## config.mk

```make
export PLATFORM = sky130hd
export DESIGN_NAME = imu_uart_response_deframer
export DESIGN_NICKNAME = d
export VERILOG_FILES = /design/src/rtl/urd_pkg.sv /design/src/rtl/urd_parser.sv /design/src/rtl/urd_out_buf.sv /design/src/rtl/imu_uart_response_deframer.sv
export SDC_FILE = /design/constraint.sdc
export NUM_CORES = 1
export LEC_CHECK = 0
export ABC_AREA = 0
export BUFFER_PORTS_ARGS = -buffer_cell sky130_fd_sc_hd__buf_2
export CAP_MARGIN = 40
export CORE_UTILIZATION = 45
export CTS_BUF_LIST = sky130_fd_sc_hd__clkbuf_4 sky130_fd_sc_hd__clkbuf_8
export DETAILED_ROUTE_END_ITERATION = 10
export PLACE_DENSITY_LB_ADDON = 0.12
export SETUP_SLACK_MARGIN = 0.5
export SLEW_MARGIN = 20
export SYNTH_ARGS = -nofsm -noshare
export SYNTH_HDL_FRONTEND = slang
export SYNTH_SLANG_ARGS = --single-unit
```

## constraint.sdc

```tcl
create_clock -name clk -period 16.05 [get_ports clk]
set_input_delay 3.21 -clock clk [delete_from_list [all_inputs] [get_ports clk]]
set_output_delay 3.21 -clock clk [all_outputs]
set_load 0.01 [all_outputs]
```

## src/rtl/urd_pkg.sv

```systemverilog
// Shared types and constants for the serial response deframer.
// Used by urd_parser, urd_out_buf and the top level; no dependencies.
package urd_pkg;

  // Frame header codes
  localparam logic [7:0] HDR_ACK = 8'hEE;
  localparam logic [7:0] HDR_RSP = 8'hBB;

  // Payload bytes kept per read response; later bytes are dropped
  localparam int unsigned PAYLOAD_BYTES = 24;
  localparam int unsigned PIDX_W        = $clog2(PAYLOAD_BYTES);

  // Decoded words: accel xyz, rate xyz, heading, bank, tilt
  localparam int unsigned NUM_WORDS = 9;
  localparam int unsigned WORD_OFFS [NUM_WORDS] = '{0, 2, 4, 12, 14, 16, 18, 20, 22};

  typedef enum logic [1:0] {
    KIND_ACK      = 2'd0,
    KIND_DATA     = 2'd1,
    KIND_IDLE_RSP = 2'd2
  } kind_t;

  typedef struct packed {
    kind_t                         kind;
    logic [7:0]                    ack_status;
    logic [7:0]                    payload_length;
    logic [NUM_WORDS-1:0][15:0]    words;
  } res_t;

endpackage

```

## src/rtl/urd_parser.sv

```systemverilog
// Frame parser: header/length tracking, payload store and word unpacking.
// Depends on urd_pkg. Result is combinational from the transfer and state.
module urd_parser
  import urd_pkg::*;
(
  input  logic       clk,
  input  logic       rst,
  input  logic       take,
  input  logic       func,
  input  logic [7:0] rx_byte,
  output logic       res_valid,
  output res_t       res
);

  logic [8:0] pos, pos_next;
  logic [7:0] hdr, hdr_next;
  logic [7:0] len, len_next;
  logic       awaiting, awaiting_next;
  logic [7:0] store      [PAYLOAD_BYTES];
  logic [7:0] store_next [PAYLOAD_BYTES];

  logic [8:0]        off;
  logic [8:0]        pos_inc;
  logic              wr_en;
  logic [PIDX_W-1:0] widx;
  logic              finish;
  logic [7:0]        fin_len;

  assign off     = pos - 9'd2;
  assign pos_inc = pos + 9'd1;
  assign widx    = off[PIDX_W-1:0];

  always_comb begin
    pos_next      = pos;
    hdr_next      = hdr;
    len_next      = len;
    awaiting_next = awaiting;
    wr_en         = 1'b0;
    finish        = 1'b0;
    fin_len       = len;
    res_valid     = 1'b0;
    res           = '0;

    if (take) begin
      if (func) begin
        awaiting_next = 1'b1;
      end else if (pos == 9'd0) begin
        if (rx_byte == HDR_ACK || rx_byte == HDR_RSP) begin
          hdr_next = rx_byte;
          pos_next = 9'd1;
        end
      end else if (pos == 9'd1) begin
        len_next = rx_byte;
        if (hdr == HDR_ACK) begin
          res_valid      = 1'b1;
          res.kind       = KIND_ACK;
          res.ack_status = rx_byte;
          awaiting_next  = 1'b0;
          pos_next       = 9'd0;
        end else begin
          pos_next = 9'd2;
          fin_len  = rx_byte;
          finish   = (rx_byte == 8'd0);
        end
      end else if (hdr != HDR_RSP) begin
        // stray position, resync
        pos_next = 9'd0;
      end else begin
        wr_en    = (off < 9'(PAYLOAD_BYTES));
        pos_next = pos_inc;
        finish   = ({1'b0, pos_inc} >= ({2'b00, len} + 10'd2));
      end
    end

    for (int i = 0; i < PAYLOAD_BYTES; i++) begin
      store_next[i] = (wr_en && widx == PIDX_W'(i)) ? rx_byte : store[i];
    end

    if (finish) begin
      pos_next           = 9'd0;
      res_valid          = 1'b1;
      res.payload_length = fin_len;
      if (awaiting) begin
        res.kind = KIND_DATA;
        for (int k = 0; k < NUM_WORDS; k++) begin
          res.words[k] = {store_next[PIDX_W'(WORD_OFFS[k] + 1)],
                          store_next[PIDX_W'(WORD_OFFS[k])]};
        end
      end else begin
        res.kind = KIND_IDLE_RSP;
      end
    end
  end

  always_ff @(posedge clk) begin
    if (rst) begin
      pos      <= '0;
      hdr      <= '0;
      len      <= '0;
      awaiting <= 1'b0;
      for (int i = 0; i < PAYLOAD_BYTES; i++) begin
        store[i] <= '0;
      end
    end else begin
      pos      <= pos_next;
      hdr      <= hdr_next;
      len      <= len_next;
      awaiting <= awaiting_next;
      for (int i = 0; i < PAYLOAD_BYTES; i++) begin
        store[i] <= store_next[i];
      end
    end
  end

endmodule

```

## src/rtl/urd_out_buf.sv

```systemverilog
// Result register plus one skid entry between parser and output channel.
// Depends on urd_pkg for the result struct.
module urd_out_buf
  import urd_pkg::*;
(
  input  logic clk,
  input  logic rst,
  input  logic push,
  input  res_t push_res,
  input  logic out_stall,
  output logic full,
  output logic out_valid,
  output res_t out_res
);

  logic out_vld, out_vld_next;
  logic skid_vld, skid_vld_next;
  res_t out_q, out_q_next;
  res_t skid_q, skid_q_next;
  logic out_free;

  assign out_free = !out_vld || !out_stall;

  always_comb begin
    out_vld_next  = out_vld;
    skid_vld_next = skid_vld;
    out_q_next    = out_q;
    skid_q_next   = skid_q;
    if (out_free) begin
      if (skid_vld) begin
        out_q_next   = skid_q;
        out_vld_next = 1'b1;
        skid_q_next   = push_res;
        skid_vld_next = push;
      end else begin
        out_q_next   = push_res;
        out_vld_next = push;
      end
    end else if (push) begin
      skid_q_next   = push_res;
      skid_vld_next = 1'b1;
    end
  end

  always_ff @(posedge clk) begin
    if (rst) begin
      out_vld  <= 1'b0;
      skid_vld <= 1'b0;
    end else begin
      out_vld  <= out_vld_next;
      skid_vld <= skid_vld_next;
    end
    out_q  <= out_q_next;
    skid_q <= skid_q_next;
  end

  assign full      = skid_vld;
  assign out_valid = out_vld;
  assign out_res   = out_q;

endmodule

```

## src/rtl/imu_uart_response_deframer.sv

```systemverilog
// Serial response deframer: one byte or request per transfer, 1 per cycle while in_stall is low.
// The result of the closing byte's transfer is registered into the output register or the skid entry.
// Throughput: one input transfer every cycle; in_stall rises only when the
// output register and the skid entry both hold untaken results.
// Reset (rst, synchronous) clears position, header, length, await flag,
// the 24-byte payload store to zero, and empties both output stages.
module imu_uart_response_deframer
  import urd_pkg::*;
(
  input  logic               clk,
  input  logic               rst,
  input  logic               in_valid,
  output logic               in_stall,
  input  logic               func,
  input  logic [7:0]         rx_byte,
  output logic               out_valid,
  input  logic               out_stall,
  output logic [1:0]         frame_kind,
  output logic [7:0]         ack_status,
  output logic [7:0]         payload_length,
  output logic signed [15:0] accel_x,
  output logic signed [15:0] accel_y,
  output logic signed [15:0] accel_z,
  output logic signed [15:0] rate_x,
  output logic signed [15:0] rate_y,
  output logic signed [15:0] rate_z,
  output logic signed [15:0] heading,
  output logic signed [15:0] bank,
  output logic signed [15:0] tilt
);

  logic take;
  logic res_valid;
  res_t res;
  res_t out_res;
  logic buf_full;

  // Input transfer happens whenever in_valid is high and the skid entry is free
  assign in_stall = buf_full;
  assign take     = in_valid && !buf_full;

  // Parser: all per-byte work is a single combinational pass
  urd_parser u_parser (
    .clk       (clk),
    .rst       (rst),
    .take      (take),
    .func      (func),
    .rx_byte   (rx_byte),
    .res_valid (res_valid),
    .res       (res)
  );

  // Output register with skid, decouples out_stall from in_stall timing
  urd_out_buf u_out_buf (
    .clk       (clk),
    .rst       (rst),
    .push      (res_valid),
    .push_res  (res),
    .out_stall (out_stall),
    .full      (buf_full),
    .out_valid (out_valid),
    .out_res   (out_res)
  );

  // Unpack result fields; words are little-endian pairs from the payload
  assign frame_kind     = out_res.kind;
  assign ack_status     = out_res.ack_status;
  assign payload_length = out_res.payload_length;
  assign accel_x        = out_res.words[0];
  assign accel_y        = out_res.words[1];
  assign accel_z        = out_res.words[2];
  assign rate_x         = out_res.words[3];
  assign rate_y         = out_res.words[4];
  assign rate_z         = out_res.words[5];
  assign heading        = out_res.words[6];
  assign bank           = out_res.words[7];
  assign tilt           = out_res.words[8];

`ifndef SYNTHESIS
  // Skid entry only fills behind a held output register
  a_stall_needs_out: assert property (@(posedge clk) disable iff (rst)
    in_stall |-> out_valid)
    else $error("in_stall without a pending output");

  // Raw counts are zero unless a data response was decoded
  a_words_zero: assert property (@(posedge clk) disable iff (rst)
    (out_valid && frame_kind != KIND_DATA) |->
      (accel_x == 16'sd0 && accel_y == 16'sd0 && accel_z == 16'sd0 &&
       rate_x == 16'sd0 && rate_y == 16'sd0 && rate_z == 16'sd0 &&
       heading == 16'sd0 && bank == 16'sd0 && tilt == 16'sd0))
    else $error("nonzero words on a non-data result");

  // Acknowledge carries only status; responses carry no status
  a_ack_fields: assert property (@(posedge clk) disable iff (rst)
    out_valid |->
      ((frame_kind == KIND_ACK && payload_length == 8'd0) ||
       (frame_kind != KIND_ACK && ack_status == 8'd0)))
    else $error("acknowledge/response field mix-up");
`endif

endmodule
```

==> results of run 1 <==
[worst min-delay path by stage]
stage                               start               to  slack, ns  cells after the start
final                     u_parser.hdr[5]  u_parser.hdr[5]       0.47                      2
after global routing      u_parser.hdr[7]  u_parser.hdr[7]       0.52                      2
after CTS                 u_parser.hdr[5]  u_parser.hdr[5]       0.47                      2
after detailed placement  u_parser.hdr[5]  u_parser.hdr[5]       0.46                      2
after global placement    u_parser.hdr[5]  u_parser.hdr[5]       0.45                      2
after floorplan           u_parser.hdr[7]  u_parser.hdr[7]       0.44                      2
[kinds of logic after synthesis]
group	count (synthesis)	synth area share
fa+ha+maj	16	0.01031
simple gates	594	0.1369
compound gates	199	0.05547
flops	496	0.6783
xor+xnor	17	0.007667
buf+inv	113	0.02680
mux	164	0.08453
[layout make-up]
| type | count | share of cell area |
|---|---|---|
| Inverter | 7 | 0.001392 |
| Tap cell | 539 | 0.03002 |
| Clock buffer | 131 | 0.06940 |
| Timing Repair Buffer | 195 | 0.04996 |
| Clock inverter | 22 | 0.006572 |
| Sequential cell | 496 | 0.5865 |
| Multi-Input combinational cell | 990 | 0.2561 |
[routing by layer]
| layer | global-route usage | vias up | part of all wire |
|---|---|---|---|
| li1 | - | 5945 | - |
| met1 | 0.2881 | 5941 | 0.48 |
| met2 | 0.3149 | 306 | 0.46 |
| met3 | 0.03666 | 54 | 0.048 |
| met4 | 0.06569 | 0 | 0.016 |
| met5 | 0 | - | 0 |
[per-stage QoR]
| stage | cells | util |
|---|---|---|
| 5_1_grt | 2380 | 0.5320 |
| 4_1_cts | 2379 | 0.5313 |
| 6_report | 2380 | 0.5320 |
| 2_1_floorplan | 1599 | - |
| 3_3_place_gp | 2222 | 0.4885 |
| 3_5_place_dp | 2226 | 0.4909 |
[worst register-to-register path, cell delays in order (launching register included)]
cell     delay (ns)
dfxtp_1        0.52
ha_1           0.44
and3_1         0.31
and3_1         0.26
and3_1         0.19
xor2_1         0.20
ha_1           0.27
and3_1         0.19
a221o_1        0.42
a31oi_4        0.21
buf_4          0.58
buf_4          0.60
buf_16         0.32
o21ai_0        0.17
[placed cells by master (no fill, tap or decap), types with 4 or more instances in the layout]
cell type	synthesis	layout
edfxtp_1	324	324
a21o_1	9	9
o21ai_0	111	111
o21ai_1	49	49
nand3_1	14	14
ha_1	16	16
and2_1	12	12
buf_16	0	4
xnor2_1	9	9
nor2_1	346	346
clkinv_2	0	9
nand4_1	5	5
mux2i_1	164	164
dfxtp_1	172	171
nand4_2	5	5
nand3_4	10	10
clkbuf_8	0	92
and3_1	9	8
inv_1	7	6
xor2_1	8	8
clkbuf_4	0	39
a21oi_1	16	15
buf_4	17	14
clkinv_1	0	7
buf_2	10	175
nand2_1	163	163
[where the power goes]
part           switching (mW)  total, mW  leakage, nW  internal, mW
Sequential           0.000321       1.34         5.22          1.34
Clock                   0.495       1.13        0.918         0.636
Combinational          0.0217     0.0261         3.72       0.00438
[flip-flops by register name, indices dropped and copies added, names as in the netlist]
| register | flops |
|---|---|
| u_out_buf.out_res | 162 |
| u_out_buf.skid_q | 162 |
| u_parser.store | 144 |
| u_parser.pos | 9 |
| u_parser.hdr | 8 |
| u_parser.len | 8 |
| u_out_buf.full | 1 |
| u_out_buf.out_valid | 1 |
| u_parser.awaiting | 1 |
==> results.txt, run 1 <==
status - complete, no violations
area occupied by registers - 13,180 um^2
largest net degree at the start of global routing - 100
global-route wire length before repair - 68,580 um
CP cell instances - buf_2 -> or3b_4 -> a31oi_4 -> and3_2 -> a21oi_1 -> a21oi_4 -> buf_4 -> buf_4 -> buf_12
register bit total from synthesis - 496
Top Ports - 177
RSZ-0062 raised after global routing - false
multi-input logic area - 5754 um^2
crit path kind - in2reg
period utilization - 0.3999
antenna viol nets, final - 0
post-synth top area cell - edfxtp_1
CTS Buffer Depth - 3
WP data arrival - 6.73 ns
final worst setup slack - 9.631 ns
last element of the critical path - u_out_buf.skid_q[6]
GP Congestion - 0.8005
ranking of synthesized cells by area - edfxtp_1 (50%), dfxtp_1 (18%), mux2i_1 (8.5%)
P per Cell Area - 111.3 nW/um^2
synth-to-layout area growth - 15.68%
Rows - 75
initial core utilization - 0.4599
Die Y - 209.7 um
most frequent cells after synthesis - nor2_1 (346), edfxtp_1 (324), dfxtp_1 (172)
routed length per placed instance - 18.61 um
Worst slew margin - 0.4362
most used cell, CP - buf_4
Synth cell types - 52
vias in the first global route - 11,863
vias per cell - 5.145
global route overflow - 0
Critical path buffers and inverters - 4
H-tree depth - 3
worst reg2reg path startpoint - u_parser.pos[0]
worst hold slack - 0.4679 ns
final setup skew - 0.02326 ns
CP startpoint kind - input pin
EDFF count, synth - 324
FMAX - 155.8 MHz
worst setup path start - func
pre-CTS setup slack - 8.951 ns
reg2reg path depth - 13
die width - 209.7 um
CP max stage delay - 0.82 ns
reg2reg setup slack - 11.10 ns
Hold WC Path Type - reg2reg
Clock Sinks - 496
top-count cell post-synth - nor2_1
Iter 0 DRT Violations - 713
Worst EP required - 16.36 ns
GRT Total Usage - 0.2028
syn avg cell area - 12.15 um^2
minimum clock period - 6.419 ns
# DRC - 0
Mapped Area - 19,420 um^2
Power Total - 2.500 mW
HPWL after DPL - 25,250 um
yosys synthesis warning count - 0
async set-reset flop share out of synthesis - 0
syn_nets - 1,628
crit end category - flop
Area after DPL - 20,730 um^2
Post-Synthesis Cells - 1,599
Port Buffers - 176
Worst VDD drop - 0.05889 mV
clock root buffer master - clkbuf_8
family with the most delay on the worst path - buffers and inverters
clock transition at the registers of the reported paths - 0.06 ns
final number of hold-violating endpoints - 0
Synth top area share - 0.5010
CTS resizes - 0
Post-CTS Setup Bufs - 0
final setup TNS - 0 ns
register area share after synthesis - 0.6783
clk_lat worst skew - 0.63 ns
Post-Route WL - 44,290 um
Slew Limit Fails - 0
CTS tree - done
MaxCap Viol Count - 0
CP max stage cell - and3_2
critical path depth - 9
DRT Pass-1 Iters - 5
routed vias - 12,246
RR Endpoint - u_out_buf.out_res[62]
Synth Flop Type - edfxtp_1
crit-path max FO - 41
layout cells sized above 1 - 0.2004
Setup violations, final - 0
initial antenna violation count - 0
Antenna Cells - 0
Nets - 1,801
Final Cell Area - 22,470 um^2
Die Area - 43,990 um^2
Hold-fix buffers, CTS - 0
total clock buffers created by CTS - 82
Pleak - 9.858 nW
worst-margin pin slew - 0.8457 ns
core area - 42,230 um^2
Fill cells - 3,757
Power figures use the tool's default switching activity.
==> run 2: changes to the inputs <==
- clock period: 16.05 -> 6.1 ns (I/O delays scaled with it)
==> run 2 against run 1 <==
Routed wire length is 1.4% higher. Utilization is 0.13 points higher. Combinational power grew to 2.8 times the previous value. Setup slack worse by 7.8 ns. Sequential share of layout area is 0.15 points lower. Clock skew is 0.0045 ns higher. Final cell count hardly changed. Flip-flop and latch count stayed put. Count of clock-buffer cells in the layout is 4 lower. Largest cell class unchanged.
==> results.txt, run 2 (same netlist as run 1, synthesis figures left out) <==
status - complete, no violations
die width - 209.7 um (unchanged)
Final Cell Area - 22,520 um^2 (+0.25%)
routed length per placed instance - 18.87 um (+1.4%)
# DRC - 0 (unchanged)
crit path kind - reg2reg
CTS Buffer Depth - 3 (unchanged)
wire length on met2 - 20,710 um (+2.2%)
Die Y - 209.7 um (unchanged)
antenna viol nets, final - 0 (unchanged)
GRT Total Usage - 0.2042 (+0.001390)
initial antenna violation count - 0 (unchanged)
final setup skew - 0.02775 ns (+0.004483 ns)
Slew Limit Fails - 0 (unchanged)
largest net degree at the start of global routing - 171 (+71%)
vias in the first global route - 11,918 (+0.46%)
Worst slew margin - 0.4712 (+0.03498)
Antenna Cells - 0 (unchanged)
Hold-fix buffers, CTS - 0 (unchanged)
crit end category - flop
FMAX - 236.0 MHz
Top Ports - 177 (unchanged)
H-tree depth - 3 (unchanged)
M1 wire length - 21,230 um (+0.25%)
Nets - 1,803 (+0.11%)
minimum clock period - 4.238 ns
Setup violations, final - 0 (unchanged)
P per Cell Area - 291.9 nW/um^2 (+160%)
total clock buffers created by CTS - 82 (unchanged)
vias per cell - 5.163 (+0.34%)
Die Area - 43,990 um^2 (unchanged)
Post-Route WL - 44,900 um (+1.4%)
period utilization - 0.6947
commonest non-fill, non-tap cell in the layout - nor2_1
clock transition at the registers of the reported paths - 0.06 ns (about the same)
MaxCap Viol Count - 0 (unchanged)
synth-to-layout area growth - 15.97%
DRT Pass-1 Iters - 5 (unchanged)
CTS resizes - 0 (unchanged)
global-route wire length before repair - 68,990 um (+0.59%)
HPWL after DPL - 24,710 um (-2.2%)
Clock Sinks - 496 (unchanged)
Rows - 75 (unchanged)
initial core utilization - 0.4599 (unchanged)
crit-path max FO - 85 (+110%)
CP startpoint kind - flop
CTS tree - done
Worst VDD drop - 0.1800 mV (+210%)
layout cells sized above 1 - 0.1989 (-0.001522)
worst-margin pin slew - 0.7932 ns (-0.05248 ns)
Hold WC Path Type - reg2reg
WP data arrival - 4.58 ns (-2.15 ns)
clock root buffer master - clkbuf_8
Met3 Wirelength - 2285 um (+7.3%)
commonest non-fill, non-tap cells in the layout - nor2_1 (346), edfxtp_1 (324), buf_2 (175)
Power Total - 6.575 mW (+160%)
Highest Signal Layer - met4
Pleak - 9.865 nW (about the same)
Worst EP required - 6.44 ns (-9.92 ns)
Iter 0 DRT Violations - 730 (+2.4%)
Area after DPL - 20,790 um^2 (+0.28%)
clk_lat worst skew - 0.62 ns (about the same)
Post-CTS Setup Bufs - 0 (unchanged)
GP Congestion - 0.8171 (+2.1%)
Final Util - 0.5333 (+0.001333)
RSZ-0062 raised after global routing - false
Port Buffers - 176 (unchanged)
final setup TNS - 0 ns (unchanged)
core area - 42,230 um^2 (unchanged)
routed vias - 12,283 (+0.30%)
global route overflow - 0 (unchanged)
final number of hold-violating endpoints - 0 (unchanged)
## run 2: cell types whose count changed in the layout (fill, tap and decap cells not counted), sizes merged
cell and delta:
clkinv +3, inv -3, clkbuf -4, buf +2, bufinv +1
## run 2: routing by layer
layer  global-route usage  up-vias
li1                     -     5952
met1               0.2888     5964
met2               0.3188      318
met3              0.03756       49
met4              0.06443        0
met5                    0        -
## run 2: final cells by class
cell class / count / area (um^2)
Inverter: 7 / 31.28
Timing Repair Buffer: 197 / 1187
Multi-Input combinational cell: 990 / 5767
Clock buffer: 127 / 1529
Tap cell: 539 / 674.4
Fill cell: 3740 / 19710
Clock inverter: 23 / 156.4
Sequential cell: 496 / 13180
## run 2: metrics by stage
step	instances	hold slack (ns)	worst slack [ns]
after floorplan	1599	0.4400	0.5070
after global placement	2224	0.4510	1.673
after detailed placement	2227	0.4659	1.566
after CTS	2377	0.4814	1.546
after global routing	2379	0.5045	1.565
final	2379	0.4855	1.862
## run 2: critical path: stages (launching register included)
cell,delay (ns)
dfxtp_1,0.49
ha_1,0.39
and3_1,0.28
and3_1,0.25
and3_1,0.19
xor2_1,0.20
ha_1,0.27
and3_1,0.18
a221o_1,0.44
a31oi_4,0.24
buf_4,0.16
buf_16,0.28
buf_4,0.39
o21ai_0,0.15
## run 2: worst paths after layout
path                         from                      to  slack [ns]  depth (start not counted)
hold / removal    u_parser.hdr[7]         u_parser.hdr[7]        0.49                          2
setup reg to reg  u_parser.pos[1]  u_out_buf.out_res[132]        1.86                         13
setup / recovery  u_parser.pos[1]  u_out_buf.out_res[132]        1.86                         13
hold reg to reg   u_parser.hdr[7]         u_parser.hdr[7]        0.49                          2
## run 2: where the power goes
| part | internal (mW) | leakage (nW) | switching (mW) |
|---|---|---|---|
| logic | 0.0124 | 3.74 | 0.0595 |
| clock network | 1.68 | 0.900 | 1.29 |
| registers | 3.54 | 5.22 | 0.00100 |
==> run 3: changes to the inputs <==
- clock period: 6.1 -> 3.4 ns (I/O delays scaled with it)
==> run 3 against run 2 <==
Clock power is 79% higher. Final cell count is 4.5% higher. Non-clock buffer count is 105 higher. Count of clock-buffer cells in the layout is 7 higher. Combinational power is 95% higher. Hold slack worse by 0.12 ns. Sequential share of layout area is 6.0 points lower. Critical endpoint is now u_out_buf.out_res[74]. Largest power group unchanged.
==> results.txt, run 3 (same netlist as run 1, synthesis figures left out) <==
CP cell instances - ha_4 -> and3_4 -> and3_4 -> and3_4 -> xor2_4 -> ha_4 -> buf_4 -> a221o_1 -> a31oi_4 -> buf_12 -> buf_16 -> clkbuf_16 -> o21ai_1
HP Start - func
most used cell, CP - and3_4
CP max stage delay - 0.37 ns (-0.12 ns)
initial antenna violation count - 0 (unchanged)
Port Buffers - 176 (unchanged)
power share of the sequential group - 0.537 (about the same)
MaxCap Viol Count - 0 (unchanged)
Psw - 2.468 mW (+83%)
clock network power share - 0.451 (about the same)
routed length per placed instance - 20.38 um (+8.0%)
Clock Sinks - 496 (unchanged)
antenna viol nets, final - 0 (unchanged)
die width - 209.7 um (unchanged)
final setup skew - 0.02495 ns (-0.002794 ns)
GP Congestion - 0.7886 (-3.5%)
layout cells sized above 1 - 0.3395 (+0.1406)
Rows - 75 (unchanged)
H-tree depth - 3 (unchanged)
Die Y - 209.7 um (unchanged)
worst setup path start - u_parser.pos[1]
crit end category - flop
commonest non-fill, non-tap cells in the layout - edfxtp_1 (324), nor2_1 (277), buf_2 (175)
GRT Total Usage - 0.2163 (+0.01217)
global route overflow - 0 (unchanged)
vias in the first global route - 12,389 (+4.0%)
Setup violations, final - 0 (unchanged)
clock transition at the registers of the reported paths - 0.06 ns (about the same)
crit path kind - reg2reg
vias per cell - 5.243 (+1.6%)
FMAX - 320.5 MHz (+36%)
period utilization - 0.9178 (+0.2231)
P_int - 9.334 mW (+79%)
# DRC - 0 (unchanged)
P per Cell Area - 469.5 nW/um^2 (+61%)
Antenna Cells - 0 (unchanged)
Worst VDD drop - 0.2895 mV (+61%)
Iter 0 DRT Violations - 719 (-1.5%)
final number of hold-violating endpoints - 0 (unchanged)
WP data arrival - 3.49 ns (-1.09 ns)
largest net degree at the start of global routing - 71 (-58%)
Power Total - 11.80 mW (+80%)
core area - 42,230 um^2 (unchanged)
worst hold slack - 0.3674 ns (-0.1180 ns)
Worst EP required - 3.77 ns (-2.67 ns)
CTS Buffer Depth - 3 (unchanged)
DRT Pass-1 Iters - 5 (unchanged)
Comb pwr share - 0.012 (about the same)
RSZ-0062 raised after global routing - true
global-route wire length before repair - 72,530 um (+5.1%)
routed vias - 13,035 (+6.1%)
Nets - 1,909 (+5.9%)
worst reg2reg path startpoint - u_parser.pos[1]
Post-Route WL - 50,670 um (+13%)
commonest non-fill, non-tap cell in the layout - edfxtp_1
CP startpoint kind - flop
clk_lat worst skew - 0.64 ns (+0.02 ns)
Final Util - 0.5953 (+0.06193)
CTS tree - done
Die Area - 43,990 um^2 (unchanged)
minimum clock period - 3.120 ns (-1.117 ns)
Hold WC Path Type - in2reg
synth-to-layout area growth - 29.44%
Slew Limit Fails - 0 (unchanged)
HPWL after DPL - 26,510 um (+7.3%)
Pleak - 10.82 nW (+9.7%)
total clock buffers created by CTS - 82 (unchanged)
initial core utilization - 0.4599 (unchanged)
clock root buffer master - clkbuf_8
Hold-fix buffers, CTS - 0 (unchanged)
status - complete, no violations
CP max stage cell - dfxtp_4
Top Ports - 177 (unchanged)
crit-path max FO - 7 (-92%)
worst-margin pin slew - 0.8172 ns (+0.02396 ns)
Sw Share - 0.2091 (+0.003943)
Worst slew margin - 0.4552 (-0.01598)
-- run 3: changes by cell type in the layout (fill, tap and decap cells not counted), sizes merged --
cell | previous run | this run
inv | 7 | 9
clkbuf | 127 | 153
a211o | 1 | 2
bufinv | 2 | 0
clkinv | 19 | 13
buf | 197 | 283
-- run 3: critical path, delay by kind of cell (launching register included) --
family	cells	cell delay, ns
flops	1	0.37
buf+inv	4	0.66
compound gates	3	0.66
fa+ha+maj	2	0.38
simple gates	3	0.57
xor+xnor	1	0.21
-- run 3: per-stage QoR --
step                area [um^2]  worst slack (ns)    TNS, ns  instances
floorplan                 19510            -1.832    -335.26       1599
global placement          21160           0.09456          0       2270
detailed placement        21160         -0.002401  -0.002401       2270
CTS                       23560            0.3111          0       2447
global route              25140            0.2200          0       2486
finish                    25140            0.2795          0       2486
-- run 3: path summary, 6_finish.rpt --
path	to	slack, ns	cells past startpoint
setup / recovery	u_out_buf.out_res[74]	0.28	13
hold / removal	u_parser.awaiting	0.37	3
setup reg to reg	u_out_buf.out_res[74]	0.28	13
hold reg to reg	u_parser.hdr[3]	0.48	2
-- run 3: timing repair --
action                     CTS  global route
pin swaps                   14            52
gates resized for setup     81           291
setup endpoints to repair  476           544
buffers inserted            16            12
gates cloned                10            27
-- run 3: final cells by class --
type | instances | area, um^2
Inverter | 7 | 30.03
Fill cell | 3432 | 17090
Multi-Input combinational cell | 991 | 6696
Clock inverter | 17 | 90.09
Sequential cell | 496 | 13190
Timing Repair Buffer | 302 | 2861
Tap cell | 539 | 674.4
Clock buffer | 134 | 1594
-- run 3: power groups by stage --
| stage | Clock (mW) | Combinational, mW | Sequential (mW) |
|---|---|---|---|
| 2_1_floorplan | 0 | 0.0618 | 6.47 |
| 3_3_place_gp | 0 | 0.133 | 6.47 |
| 3_5_place_dp | 0 | 0.133 | 6.47 |
| 4_1_cts | 5.44 | 0.135 | 6.34 |
| 5_1_grt | 5.69 | 0.146 | 6.34 |
| 6_report | 5.32 | 0.140 | 6.34 |
-- run 3: per-layer routing --
| layer | up-vias | track usage | wire (um) |
|---|---|---|---|
| li1 | 6191 | - | - |
| met1 | 6394 | 0.3018 | 22560 |
| met2 | 365 | 0.3448 | 24370 |
| met3 | 85 | 0.03816 | 2621 |
| met4 | 0 | 0.06620 | 1119 |
| met5 | - | 0 | 0 |
